==> config.mk <==
export PLATFORM = sky130hd
export DESIGN_NAME = rv32i_instruction_executor_top
export DESIGN_NICKNAME = d
export VERILOG_FILES = /design/src/rtl/core/rv32ie_pkg.sv /design/src/rtl/core/rv32ie_regfile.sv /design/src/rtl/core/rv32ie_exec.sv /design/src/rtl/core/rv32i_instruction_executor_top.sv
export VERILOG_INCLUDE_DIRS = /design/src /design/src/rtl/core
export SDC_FILE = /design/constraint.sdc
export NUM_CORES = 2
export LEC_CHECK = 0
export BUFFER_PORTS_ARGS = -buffer_cell sky130_fd_sc_hd__buf_2
export CORE_MARGIN = 2
export CORE_UTILIZATION = 57
export DETAILED_ROUTE_END_ITERATION = 10
export PLACE_DENSITY = 0.77
export SYNTH_ARGS = -nofsm -noshare
export SYNTH_HDL_FRONTEND = slang
export SYNTH_SLANG_ARGS = --single-unit
==> constraint.sdc <==
create_clock -name clk -period 6.6 [get_ports clk]
set_input_delay 0.99 -clock clk [delete_from_list [all_inputs] [get_ports clk]]
set_output_delay 0.99 -clock clk [all_outputs]
set_load 0.005 [all_outputs]
==> src/rtl/core/assert_macros.svh <==
// Assertion macros shared by the executor RTL.
// No dependencies; included by modules that carry assertions.
`ifndef ASSERT_MACROS_SVH
`define ASSERT_MACROS_SVH

// Clocked assertion, disabled while reset is high.
`define ASSERT_CLK(label, clk, rst, prop, msg) \
  label: assert property (@(posedge clk) disable iff (rst) (prop)) else $error(msg);

// Clocked assertion that is also checked during reset.
`define ASSERT_ALWAYS(label, clk, prop, msg) \
  label: assert property (@(posedge clk) (prop)) else $error(msg);

`endif

==> src/rtl/core/rv32ie_pkg.sv <==
// Package for the RV32I executor: opcode, funct3 and size codes,
// default widths and the execute result struct. No dependencies.
package rv32ie_pkg;

  localparam int ADDRESS_BITS_DEFAULT = 24;
  localparam int CFG_BITS             = 24;
  localparam int XLEN                 = 32;
  localparam int IN_BITS              = 96;

  // opcode field, instruction bits 6:2
  localparam logic [4:0] OPC_LOAD    = 5'h00;
  localparam logic [4:0] OPC_AUIPC   = 5'h05;
  localparam logic [4:0] OPC_ALU_IMM = 5'h04;
  localparam logic [4:0] OPC_STORE   = 5'h08;
  localparam logic [4:0] OPC_ALU_REG = 5'h0C;
  localparam logic [4:0] OPC_LUI     = 5'h0D;
  localparam logic [4:0] OPC_BRANCH  = 5'h18;
  localparam logic [4:0] OPC_JALR    = 5'h19;
  localparam logic [4:0] OPC_SYSTEM  = 5'h1C;

  // ALU funct3
  localparam logic [2:0] F3_ADD  = 3'd0;
  localparam logic [2:0] F3_SLL  = 3'd1;
  localparam logic [2:0] F3_SLT  = 3'd2;
  localparam logic [2:0] F3_SLTU = 3'd3;
  localparam logic [2:0] F3_XOR  = 3'd4;
  localparam logic [2:0] F3_SR   = 3'd5;
  localparam logic [2:0] F3_OR   = 3'd6;
  localparam logic [2:0] F3_AND  = 3'd7;

  // branch funct3
  localparam logic [2:0] F3_BEQ  = 3'd0;
  localparam logic [2:0] F3_BNE  = 3'd1;
  localparam logic [2:0] F3_BLT  = 3'd4;
  localparam logic [2:0] F3_BGE  = 3'd5;
  localparam logic [2:0] F3_BLTU = 3'd6;
  localparam logic [2:0] F3_BGEU = 3'd7;

  // access size, funct3 bits 1:0
  localparam logic [1:0] SIZE_BYTE = 2'd0;
  localparam logic [1:0] SIZE_HALF = 2'd1;

  localparam logic [3:0] MASK_LOW_HALF  = 4'h3;
  localparam logic [3:0] MASK_HIGH_HALF = 4'hC;
  localparam logic [3:0] MASK_WORD      = 4'hF;

  typedef struct packed {
    logic              read_request;
    logic [3:0]        write_mask;
    logic [XLEN-1:0]   store_data;
    logic              dest_write;
    logic [4:0]        dest_index;
    logic [XLEN-1:0]   dest_value;
  } exec_result_t;

endpackage

==> src/rtl/core/rv32ie_regfile.sv <==
// Register file x0..x31, two registered read ports with write forwarding.
// Depends on rv32ie_pkg.
module rv32ie_regfile (
  input  logic                    clk,
  input  logic                    rd_en,
  input  logic [4:0]              rs1_addr,
  input  logic [4:0]              rs2_addr,
  input  logic                    wr_en,
  input  logic [4:0]              wr_addr,
  input  logic [rv32ie_pkg::XLEN-1:0] wr_data,
  output logic [rv32ie_pkg::XLEN-1:0] rs1_data,
  output logic [rv32ie_pkg::XLEN-1:0] rs2_data
);
  import rv32ie_pkg::*;

  logic [XLEN-1:0] mem [32];

  always_ff @(posedge clk) begin
    if (wr_en) begin
      mem[wr_addr] <= wr_data;
    end
  end

  // a write at the same edge as the read wins
  always_ff @(posedge clk) begin
    if (rd_en) begin
      if (rs1_addr == 5'd0) begin
        rs1_data <= '0;
      end else if (wr_en && wr_addr == rs1_addr) begin
        rs1_data <= wr_data;
      end else begin
        rs1_data <= mem[rs1_addr];
      end
      if (rs2_addr == 5'd0) begin
        rs2_data <= '0;
      end else if (wr_en && wr_addr == rs2_addr) begin
        rs2_data <= wr_data;
      end else begin
        rs2_data <= mem[rs2_addr];
      end
    end
  end

endmodule

==> src/rtl/core/rv32ie_exec.sv <==
// Decode and execute of one RV32I instruction: ALU, branch, address,
// load align, store lanes, next PC. Depends on rv32ie_pkg.
module rv32ie_exec #(
  parameter int ADDRESS_BITS = rv32ie_pkg::ADDRESS_BITS_DEFAULT
) (
  input  logic [rv32ie_pkg::XLEN-1:0] instr,
  input  logic [rv32ie_pkg::XLEN-1:0] load_word,
  input  logic [rv32ie_pkg::XLEN-1:0] time_stamp,
  input  logic [rv32ie_pkg::XLEN-1:0] rs1,
  input  logic [rv32ie_pkg::XLEN-1:0] rs2,
  input  logic [ADDRESS_BITS-1:0]     pc,
  output logic [ADDRESS_BITS-1:0]     next_pc,
  output logic [ADDRESS_BITS-1:0]     access_address,
  output rv32ie_pkg::exec_result_t    result
);
  import rv32ie_pkg::*;

  logic [4:0]  opc;
  logic [4:0]  rd;
  logic [2:0]  f3;
  logic [1:0]  size;
  logic        is_load, is_alu_imm, is_store, is_alu_reg, is_system;
  logic        is_jal, is_jalr, is_lui, is_auipc, is_branch, is_alu;
  logic [31:0] iimm, simm, bimm, jimm, uimm;
  logic [31:0] a, b, plus, minus, alu, wb, sdata, load_val;
  logic        ltu, lt, eq, taken, wr;
  logic [4:0]  sh;
  logic [ADDRESS_BITS-1:0] addr, pc4, pcimm, npc;
  logic [15:0] half;
  logic [7:0]  lbyte;
  logic [3:0]  mask;

  assign opc  = instr[6:2];
  assign rd   = instr[11:7];
  assign f3   = instr[14:12];
  assign size = f3[1:0];

  assign is_load    = opc == OPC_LOAD;
  assign is_alu_imm = opc == OPC_ALU_IMM;
  assign is_store   = opc == OPC_STORE;
  assign is_alu_reg = opc == OPC_ALU_REG;
  assign is_system  = opc == OPC_SYSTEM;
  assign is_jal     = instr[3];
  assign is_jalr    = opc == OPC_JALR;
  assign is_lui     = opc == OPC_LUI;
  assign is_auipc   = opc == OPC_AUIPC;
  assign is_branch  = opc == OPC_BRANCH;
  assign is_alu     = is_alu_imm || is_alu_reg;

  assign iimm = {{20{instr[31]}}, instr[31:20]};
  assign simm = {{20{instr[31]}}, instr[31:25], instr[11:7]};
  assign bimm = {{20{instr[31]}}, instr[7], instr[30:25], instr[11:8], 1'b0};
  assign jimm = {{12{instr[31]}}, instr[19:12], instr[20], instr[30:21], 1'b0};
  assign uimm = {instr[31:12], 12'h000};

  assign a     = rs1;
  assign b     = (is_alu_reg || is_branch) ? rs2 : iimm;
  assign plus  = a + b;
  assign minus = a - b;
  assign ltu   = a < b;
  assign lt    = (a[31] ^ b[31]) ? a[31] : ltu;
  assign eq    = a == b;
  assign sh    = b[4:0];

  always_comb begin
    case (f3)
      F3_ADD:  alu = (instr[30] && instr[5]) ? minus : plus;
      F3_SLL:  alu = a << sh;
      F3_SLT:  alu = {31'd0, lt};
      F3_SLTU: alu = {31'd0, ltu};
      F3_XOR:  alu = a ^ b;
      F3_SR:   alu = instr[30] ? 32'($signed(a) >>> sh) : (a >> sh);
      F3_OR:   alu = a | b;
      F3_AND:  alu = a & b;
      default: alu = a & b;
    endcase
  end

  always_comb begin
    case (f3)
      F3_BEQ:  taken = eq;
      F3_BNE:  taken = !eq;
      F3_BLT:  taken = lt;
      F3_BGE:  taken = !lt;
      F3_BLTU: taken = ltu;
      F3_BGEU: taken = !ltu;
      default: taken = 1'b0;
    endcase
  end

  assign addr  = rs1[ADDRESS_BITS-1:0] +
                 ADDRESS_BITS'(is_store ? simm : iimm);
  assign half  = addr[1] ? load_word[31:16] : load_word[15:0];
  assign lbyte = addr[0] ? half[15:8] : half[7:0];

  always_comb begin
    case (size)
      SIZE_BYTE: begin
        load_val = {{24{lbyte[7] && !f3[2]}}, lbyte};
        mask     = 4'b0001 << addr[1:0];
        sdata    = {4{rs2[7:0]}};
      end
      SIZE_HALF: begin
        load_val = {{16{half[15] && !f3[2]}}, half};
        mask     = addr[1] ? MASK_HIGH_HALF : MASK_LOW_HALF;
        sdata    = {2{rs2[15:0]}};
      end
      default: begin
        load_val = load_word;
        mask     = MASK_WORD;
        sdata    = rs2;
      end
    endcase
  end

  assign pc4   = pc + ADDRESS_BITS'(4);
  assign pcimm = pc + ADDRESS_BITS'(is_jal ? jimm : (is_auipc ? uimm : bimm));

  always_comb begin
    if (is_jalr) begin
      npc = plus[ADDRESS_BITS-1:0] & ~ADDRESS_BITS'(1);
    end else if (is_jal || (is_branch && taken)) begin
      npc = pcimm;
    end else begin
      npc = pc4;
    end
  end

  assign wb = (is_system ? time_stamp : '0) | (is_lui ? uimm : '0) |
              (is_alu ? alu : '0) | (is_auipc ? 32'(pcimm) : '0) |
              ((is_jalr || is_jal) ? 32'(pc4) : '0) | (is_load ? load_val : '0);
  assign wr = !(is_branch || is_store) && rd != 5'd0;

  assign next_pc        = npc;
  assign access_address = (is_load || is_store) ? addr : '0;

  assign result.read_request = is_load;
  assign result.write_mask   = is_store ? mask : 4'h0;
  assign result.store_data   = is_store ? sdata : '0;
  assign result.dest_write   = wr;
  assign result.dest_index   = rd;
  assign result.dest_value   = wr ? wb : '0;

endmodule

==> src/rtl/core/rv32i_instruction_executor_top.sv <==
// RV32I instruction executor top: input register, register file, execute
// logic, PC and result register. Depends on rv32ie_pkg, rv32ie_regfile,
// rv32ie_exec and assert_macros.svh.
//
// Usage:
//   s_* carries one instruction per transaction: instruction word, load word
//   (used only by loads) and time stamp. m_* returns one result per
//   instruction: next PC, access address, read request, byte write mask,
//   lane-aligned store data and the register writeback.
//   cfg_* writes the start address straight into the PC. Write it
//   only while no instruction is in flight.
// The register file is read into the input stage, execute runs between the
// input stage and the result register, and writeback lands at the edge that
// loads the result register.
// Throughput: one instruction per cycle while results are taken; a new input
// transaction is taken while the previous one executes.
// Reset: clears both stages and sets the PC to zero.
// The register file holds undefined values until written; x0 reads zero.
// Stall: when m_tready is low the result holds, the input stage fills, and
// s_tready then drops until the result is taken.
module rv32i_instruction_executor_top #(
  parameter int ADDRESS_BITS = rv32ie_pkg::ADDRESS_BITS_DEFAULT,
  localparam int OUT_BITS = 2 * ADDRESS_BITS + 75,
  localparam int OUT_W = ((OUT_BITS + 7) / 8) * 8
) (
  input  logic                            clk,
  input  logic                            rst,
  input  logic                            s_tvalid,
  output logic                            s_tready,
  // instruction_word, load_word, time_stamp
  input  logic [rv32ie_pkg::IN_BITS-1:0]  s_tdata,
  output logic                            m_tvalid,
  input  logic                            m_tready,
  // next_pc, access_address, read_request, write_mask, store_data,
  // dest_write, dest_index, dest_value, zero pad
  output logic [OUT_W-1:0]                m_tdata,
  input  logic                            cfg_valid,
  output logic                            cfg_ready,
  input  logic [rv32ie_pkg::CFG_BITS-1:0] cfg_data
);
  import rv32ie_pkg::*;
  `include "assert_macros.svh"

  logic                    in_full;
  logic [XLEN-1:0]         in_instr, in_load, in_time;
  logic                    out_full;
  logic [ADDRESS_BITS-1:0] out_next_pc, out_address;
  exec_result_t            out_res;
  logic [ADDRESS_BITS-1:0] pc;

  logic                    accept, advance;
  logic [XLEN-1:0]         rs1_data, rs2_data;
  logic [ADDRESS_BITS-1:0] ex_next_pc, ex_address;
  exec_result_t            ex_res;

  assign advance  = in_full && (!out_full || m_tready);
  assign s_tready = !in_full || advance;
  assign accept   = s_tvalid && s_tready;
  assign cfg_ready = 1'b1;

  rv32ie_regfile u_regfile (
    .clk      (clk),
    .rd_en    (accept),
    .rs1_addr (s_tdata[19:15]),
    .rs2_addr (s_tdata[24:20]),
    .wr_en    (advance && ex_res.dest_write),
    .wr_addr  (ex_res.dest_index),
    .wr_data  (ex_res.dest_value),
    .rs1_data (rs1_data),
    .rs2_data (rs2_data)
  );

  rv32ie_exec #(
    .ADDRESS_BITS (ADDRESS_BITS)
  ) u_exec (
    .instr          (in_instr),
    .load_word      (in_load),
    .time_stamp     (in_time),
    .rs1            (rs1_data),
    .rs2            (rs2_data),
    .pc             (pc),
    .next_pc        (ex_next_pc),
    .access_address (ex_address),
    .result         (ex_res)
  );

  always_ff @(posedge clk) begin
    if (rst) begin
      in_full  <= 1'b0;
      out_full <= 1'b0;
      pc       <= '0;
    end else begin
      if (accept) begin
        in_full <= 1'b1;
      end else if (advance) begin
        in_full <= 1'b0;
      end
      if (advance) begin
        out_full <= 1'b1;
      end else if (m_tready) begin
        out_full <= 1'b0;
      end
      if (cfg_valid) begin
        pc <= ADDRESS_BITS'(cfg_data);
      end else if (advance) begin
        pc <= ex_next_pc;
      end
    end
  end

  always_ff @(posedge clk) begin
    if (accept) begin
      in_instr <= s_tdata[31:0];
      in_load  <= s_tdata[63:32];
      in_time  <= s_tdata[95:64];
    end
    if (advance) begin
      out_next_pc <= ex_next_pc;
      out_address <= ex_address;
      out_res     <= ex_res;
    end
  end

  assign m_tvalid = out_full;
  assign m_tdata  = OUT_W'({out_res.dest_value, out_res.dest_index, out_res.dest_write,
                            out_res.store_data, out_res.write_mask, out_res.read_request,
                            out_address, out_next_pc});

  `ASSERT_CLK(a_advance_fills_out, clk, rst, advance |=> out_full,
              "executed transaction did not reach the result register")
  `ASSERT_CLK(a_pc_holds_on_stall, clk, rst,
              (in_full && out_full && !m_tready && !cfg_valid) |=> $stable(pc),
              "pc moved while the pipeline was stalled")
  `ASSERT_CLK(a_accept_fills_in, clk, rst, accept |=> in_full,
              "accepted transaction lost from the input stage")
  `ASSERT_CLK(a_load_store_exclusive, clk, rst,
              out_full |-> !(out_res.read_request && out_res.write_mask != 4'h0),
              "result requests a read and a write together")

endmodule

; Word-level counts from Yosys, hierarchy flattened
; Memories as Yosys holds them, arrays and structs flattened. A register that Yosys moved wholly into a read port is not among the register bits.
; Cells that the tools add are included.
[word_totals]
reg_bits = 245
ram_bits = 1024
elab_cells = 115
mem_count = 1
[op_classes]
addsub = 5
n_lt_le_gt_ge = 1
eq_ne = 17
shifts = 4
n_mux = 32
bitwise_logic = 9
reduce_logical = 32
[memory_table]
columns = name, depth, width, rd, rd_ports_with_merged_regs, write_ports, line
row1 = u_regfile.mem, 32, 32, 2, 2, 1, rv32ie_regfile.sv:16  ; logic [XLEN-1:0] mem [32];
[ops]
columns = op, count
row1 = 32-bit 2-to-1 mux, 8
row2 = 32-bit case mux with 8 select lines, 1
row3 = 24-bit 2-to-1 mux, 8
row4 = 32-bit OR, 6
row5 = 32-bit case mux with 2 select lines, 2
row6 = 24-bit adder, 2
row7 = 32-bit adder, 1
row8 = 32-bit AND, 1
row9 = 32-bit == test, 1
row10 = 32-bit less-than comparator, 1
row11 = 32-bit by 5-bit << shifter with 32-bit output, 1
row12 = 32-bit by 5-bit >> shifter with 32-bit output, 1
row13 = 32-bit by 5-bit >>> shifter with 32-bit output, 1
row14 = 32-bit subtractor, 1
row15 = 32-bit XOR, 1
row16 = "24-bit by 3-bit adder with 24-bit output, second input constant", 1
row17 = 16-bit 2-to-1 mux, 1
row18 = "5-bit by 4-bit == test with 1-bit output, second input constant", 3
row19 = "5-bit == test, second input constant", 3
row20 = 5-bit logical NOT, 3
row21 = "3-bit == test, second input constant", 4
row22 = "5-bit by 3-bit == test with 1-bit output, second input constant", 2
row23 = 1-bit logical AND, 8
row24 = 1-bit logical OR, 8
row25 = 16 further kinds, 31

; Depth between registers and ports, before layout
[depth]
word_depth = 13
depth_mapped = 22
ltp_nobuf = 19

; Cells and area by module
; Synthesis repeated with hierarchy kept, for this count alone.
[hier_totals]
hier_cells = 5438
area_unflattened_um2 = 72358.1
[by_module_without_submodules]
columns = mod, n_inst, cells_per_inst, area_each_um2
row1 = rv32ie_regfile, 1, 2701, 49895.4
row2 = rv32ie_exec, 1, 2359, 14446.4
row3 = rv32i_instruction_executor_top, 1, 378, 8016.4

; Worst setup path after synthesis
; No wires, ideal clock.
[synth_timing]
path_type = register to register
start = register in_instr[3]
end = register out_res, in the netlist m_tdata[115] (data pin)
arrival_time_ns = 5.695
setup_slack_ns = 0.430
stages_incl_launch_ff = 21
path_cell_list = edfxtp_1 -> buf_2 -> or3b_1 -> buf_2 -> nor2_1 -> clkbuf_1 -> a21o_1 -> inv_1 -> ha_1 -> clkbuf_1 -> inv_1 -> a21oi_1 -> o31ai_1 -> o31ai_1 -> a2111oi_0 -> a211oi_2 -> nor2_1 -> o31ai_1 -> xnor2_1 -> nor2_1 -> a211oi_1
[synth_lines]
columns = item, line
row1 = "start, declared", rv32i_instruction_executor_top.sv:45  ; logic [XLEN-1:0] in_instr, in_load, in_time;
row2 = "start signal, assigned", rv32i_instruction_executor_top.sv:113  ; in_instr <= s_tdata[31:0];
row3 = "end signal, assigned", rv32i_instruction_executor_top.sv:120  ; out_res <= ex_res;
row4 = "end, declared", rv32i_instruction_executor_top.sv:48  ; exec_result_t out_res;

; Worst setup path after layout
[layout_timing]
start = register in_instr[3]
end = register pc[13]
[layout_between]
elab_chain_len = 13
elab_cells_between_ends = 24
cone_classes = add/sub: 2 / order compare: 1 / eq/ne: 5 / mux: 9 / bitwise: 1 / reduce/logical: 6
[layout_lines]
columns = item, line
row1 = 5-bit by 4-bit == test with 1-bit output / 5-bit == test (equally long branches), "rv32ie_exec.sv:41, rv32ie_exec.sv:47"
row2 = 1-bit logical OR, rv32ie_exec.sv:57  ; assign b = (is_alu_reg || is_branch) ? rs2 : iimm;
row3 = 32-bit 2-to-1 mux, rv32ie_exec.sv:57
row4 = 32-bit less-than comparator / 1-bit XOR (equally long branches), "rv32ie_exec.sv:60, rv32ie_exec.sv:61"
row5 = 1-bit 2-to-1 mux, rv32ie_exec.sv:61  ; assign lt = (a[31] ^ b[31]) ? a[31] : ltu;
row6 = 1-bit logical NOT, rv32ie_exec.sv:84  ; F3_BGE: taken = !lt;
row7 = 1-bit case mux with 6 select lines, rv32ie_exec.sv:80  ; case (f3)
row8 = 1-bit logical AND, rv32ie_exec.sv:122  ; end else if (is_jal || (is_branch && taken)) begin
row9 = 1-bit logical OR, rv32ie_exec.sv:122
row10 = 24-bit 2-to-1 mux, rv32ie_exec.sv:122
row11 = 24-bit 2-to-1 mux *, rv32ie_exec.sv:120  ; if (is_jalr) begin
row12 = net ex_next_pc[13], rv32i_instruction_executor_top.sv:53  ; logic [ADDRESS_BITS-1:0] ex_next_pc, ex_address;
row13 = 24-bit 2-to-1 mux *, rv32i_instruction_executor_top.sv:105  ; end else if (advance) begin
row14 = 24-bit 2-to-1 mux *, rv32i_instruction_executor_top.sv:103  ; if (cfg_valid) begin
row15 = "end signal, assigned", rv32i_instruction_executor_top.sv:104  ; pc <= ADDRESS_BITS'(cfg_data);
row16 = "end signal, assigned", rv32i_instruction_executor_top.sv:106  ; pc <= ex_next_pc;
row17 = "end, declared", rv32i_instruction_executor_top.sv:49  ; logic [ADDRESS_BITS-1:0] pc;
; The timed path passes the listed nets; every way through them passes the cells marked *. The select of a mux whose other input is x is not followed.
; A chain may end at the register's enable or synchronous reset.

==> impl_metrics.toml <==
[die]
initial_core_util = 0.574
die_y_um = 360
io-pin-count = 256
num_rows = 130
dieArea_um2 = 130000
core-area_um2 = 126000
chipWidth_um = 360

[synth]
synth_largest_type_area_fraction = 0.543
synth_enable_flop_cells = 1305
yosysWarnings = 0
synth_cells = 4965
ys_dominant_reg_cell = "sky130_fd_sc_hd__edfxtp_1"
yosys-mux-area-fraction = 0.215
synth-compound-area-share = 0.103
syn_area_um2 = 72200
synth_top_cells_by_area = "sky130_fd_sc_hd__edfxtp_1 54%, sky130_fd_sc_hd__mux4_2 20%, sky130_fd_sc_hd__ha_1 2.4%"
main_combinational_cell_family_by_area_after_synthesis = "multiplexers"
synth_area_per_cell_um2 = 14.5
yosys.area_share.simple = 0.0670
synth_cell_types = 97
ys_seq_elements = 1331
xor_xnor_cell_area_share_of_the_yosys_netlist = 0.0137
synthDominantAreaCellType = "sky130_fd_sc_hd__edfxtp_1"
yosys.area_share.adder = 0.0244
seq_area_frac_synth = 0.550
async_reset_ff_frac = 0

[global_routing]
grt_start_max_net_pins = 125
antenna_violations_before_repair = 7
grt_pass1_vias = 51800
track_usage = 0.420
grt_first_pass_wirelength_um = 384000
grt_overflow = 0

[timing]
maxClockFrequency_ghz = 0.156
setup_viol_count_final = 0
tightest_slew_ns = 1.33
final_cycle_share = 0.971
fin_worst_skew_ns = 0.108
grt_setup_unrepaired = "no"
post-route-min-period_ns = 6.41
setup_total_negative_slack_ns = 0
report.final.slew_viol_count = 0
worst_hold_slack_ns = 0.357
timing_hold_violations_final = 0
slew_headroom = 0.110

[pwr]
irDropWorstVdd_mv = 0.286
power.static_leakage_nw = 27.3
p_per_area_nw_per_um2 = 262
total_power_mw = 21.3

[min_path]
min_delay_path_depth = 1
worst_hold_path_class = "input pin to register"
worstHoldEndpoint = "in_instr[30]"
hold_path_startpoint = "s_tdata[30]"

[worst_setup_path]
start_kind = "register"
required_ns = 7.27
cp_max_fo = 13
r2r_setup_slack_ns = 0.19
reg2regPathDepth = 19
critical_path_endpoint_category = "register"
cp.arrival_ns = 7.08
worstReg2RegEnd = "pc[13]"
worst_r2r_startpoint = "in_instr[3]"
critical_path_class = "register to register"

[status]
result_of_the_run = "finished clean"

[clocking]
number_of_cts_inserted_buffers = 140
clock_pin_slew_of_the_registers_on_the_worst_case_setup_and_hold_paths_ns = 0.07
clockRootBuffer = "sky130_fd_sc_hd__clkbuf_16"
worstSkewPairLatency_ns = 0.83
numClockSinks = 1331
clockBufferDepth = 3
h_tree_level_count = 4
cts_tree = "done"

[layout]
multi_input_area_um2 = 31100
final-seq-area_um2 = 39700
final_layout_size_suffix_gt1_frac = 0.278
fill_cells = 8718
final_cell_area_um2 = 81100
final_nets = 5508
synthToLayoutAreaGrowth_pct = 12.4

[drt]
detailed_route_iter0_violations = 9030
drc = 0
drt.antenna.violating_nets = 0
detail_route.vias_per_cell = 7.60
detailroute.via_count = 53200
detail_route.first_pass.iterations = 8
routed_wl_um = 274000
wl_per_cell_um = 39.2

[placed_design]
dp.final_hpwl_um = 176000
io_buffers = 247
gp_congestion = 1.07
dpl_cell_area_um2 = 76500

[flow_run]
maxCapViolCount = 0
-- synth_stat cells, drive strengths merged, types with 14 or more instances --
library cell / instances
a2111oi: 14
a211o: 27
a211oi: 103
a21boi: 14
a21o: 55
a21oi: 267
a221oi: 19
a222oi: 15
a22oi: 19
a311oi: 16
a31oi: 41
and2: 36
and3: 32
buf: 101
clkbuf: 281
dfxtp: 26
edfxtp: 1305
ha: 136
inv: 120
mux2: 40
mux2i: 53
mux4: 645
nand2: 256
nand2b: 36
nand3: 129
nor2: 309
nor2b: 45
nor3: 82
nor4: 14
nor4b: 20
o211ai: 80
o21a: 24
o21ai: 234
o21bai: 24
o221ai: 23
o22ai: 32
o31ai: 23
or3: 15
xnor2: 70
xor2: 40
-- registers in the layout, indices dropped and copies added (netlist names), 30 cells and up --
name                flops
in_load                32
m_tdata                75
u_regfile.rs1_data     32
in_time                32
in_instr               30
u_regfile.mem        1024
u_regfile.rs2_data     32
-- metrics by stage --
| stage | instances | setup slack [ns] | util |
|---|---|---|---|
| after floorplan | 5001 | 0.430 | - |
| after global placement | 6749 | 0.429 | 0.609 |
| after detailed placement | 6749 | 0.289 | 0.609 |
| after CTS | 6997 | 0.240 | 0.645 |
| after global routing | 7000 | 0.00938 | 0.645 |
| final | 7004 | 0.192 | 0.645 |
-- where the power goes --
part	internal (mW)	leakage (nW)	total [mW]	switching, mW
Sequential	9.57	12.0	9.84	0.270
Clock	4.33	2.18	7.86	3.53
Combinational	1.32	13.1	3.59	2.27
Total	15.2	27.3	21.3	6.07
-- cell families (layout without fill, tap and decap cells) --
family,Yosys count,in the layout
AOI/OAI and AO/OA,1116,1116
xor gates and xnor gates,110,110
adders and majority gates,139,139
buffers and inverters,507,856
DFF,1331,1331
muxes,738,738
other,2,42
and+or+nand+nor,1022,1022
-- how the worst max path moves through the flow --
stage | startpoint | end
2_1_floorplan | in_instr[3] | m_tdata[115]
3_5_place_dp | in_instr[3] | u_regfile.mem[1][30]
6_report | in_instr[3] | pc[13]
5_1_grt | in_instr[3] | u_regfile.mem[19][20]
3_3_place_gp | in_instr[3] | u_regfile.mem[2][30]
4_1_cts | in_instr[3] | u_regfile.mem[0][30]
-- placed cells by master (no fill, tap or decap), drive strengths merged, types with 38 or more instances in the layout --
cell,count
a211oi,103
a21o,55
a21oi,267
a31oi,41
buf,483
clkbuf,167
clkinv,64
conb,38
edfxtp,1305
ha,136
inv,128
mux2,40
mux2i,53
mux4,645
nand2,256
nand3,129
nor2,309
nor2b,45
nor3,82
o211ai,80
o21ai,234
xnor2,70
xor2,40
-- layer usage --
metal	up-vias	GRT usage	share of wire
li1	20800	-	-
met1	26500	0.510	0.32
met2	4792	0.652	0.46
met3	1136	0.116	0.13
met4	12	0.302	0.088
met5	-	0	0.00029
-- worst max-delay path: stages (launching register included) --
cell and delay, ns:
sky130_fd_sc_hd__edfxtp_1 0.54, sky130_fd_sc_hd__or3b_1 0.53, sky130_fd_sc_hd__nor2_2 0.36, sky130_fd_sc_hd__buf_4 0.28
sky130_fd_sc_hd__buf_4 0.22, sky130_fd_sc_hd__a21o_1 0.16, sky130_fd_sc_hd__inv_1 0.06, sky130_fd_sc_hd__ha_1 0.37
sky130_fd_sc_hd__nor3_1 0.77, sky130_fd_sc_hd__nand4_1 0.26, sky130_fd_sc_hd__nor4_1 0.38, sky130_fd_sc_hd__buf_4 0.20
sky130_fd_sc_hd__a41oi_1 0.24, sky130_fd_sc_hd__a2111o_1 0.42, sky130_fd_sc_hd__o31a_1 0.33, sky130_fd_sc_hd__a31oi_4 0.44
sky130_fd_sc_hd__buf_12 0.20, sky130_fd_sc_hd__nand2_1 0.06, sky130_fd_sc_hd__o311a_1 0.16, sky130_fd_sc_hd__a211o_1 0.29
-- area by class of cell --
| type | count | area share |
|---|---|---|
| timing repair buffer | 483 | 0.0406 |
| clock buffer | 167 | 0.0451 |
| antenna | 4 | 0.000123 |
| multi-input combinational | 3163 | 0.383 |
| sequential | 1331 | 0.489 |
| clock inverter | 81 | 0.0106 |
| tap | 1650 | 0.0254 |
| inverter | 125 | 0.00584 |
-- timing repair --
action / in CTS / in global routing
hold buffers: 0 / 0
setup buffers: 0 / 0
setup endpoints to repair: 0 / 66
gates resized for setup: 0 / 2
Note: power is estimated with default switching activity, not from simulation.
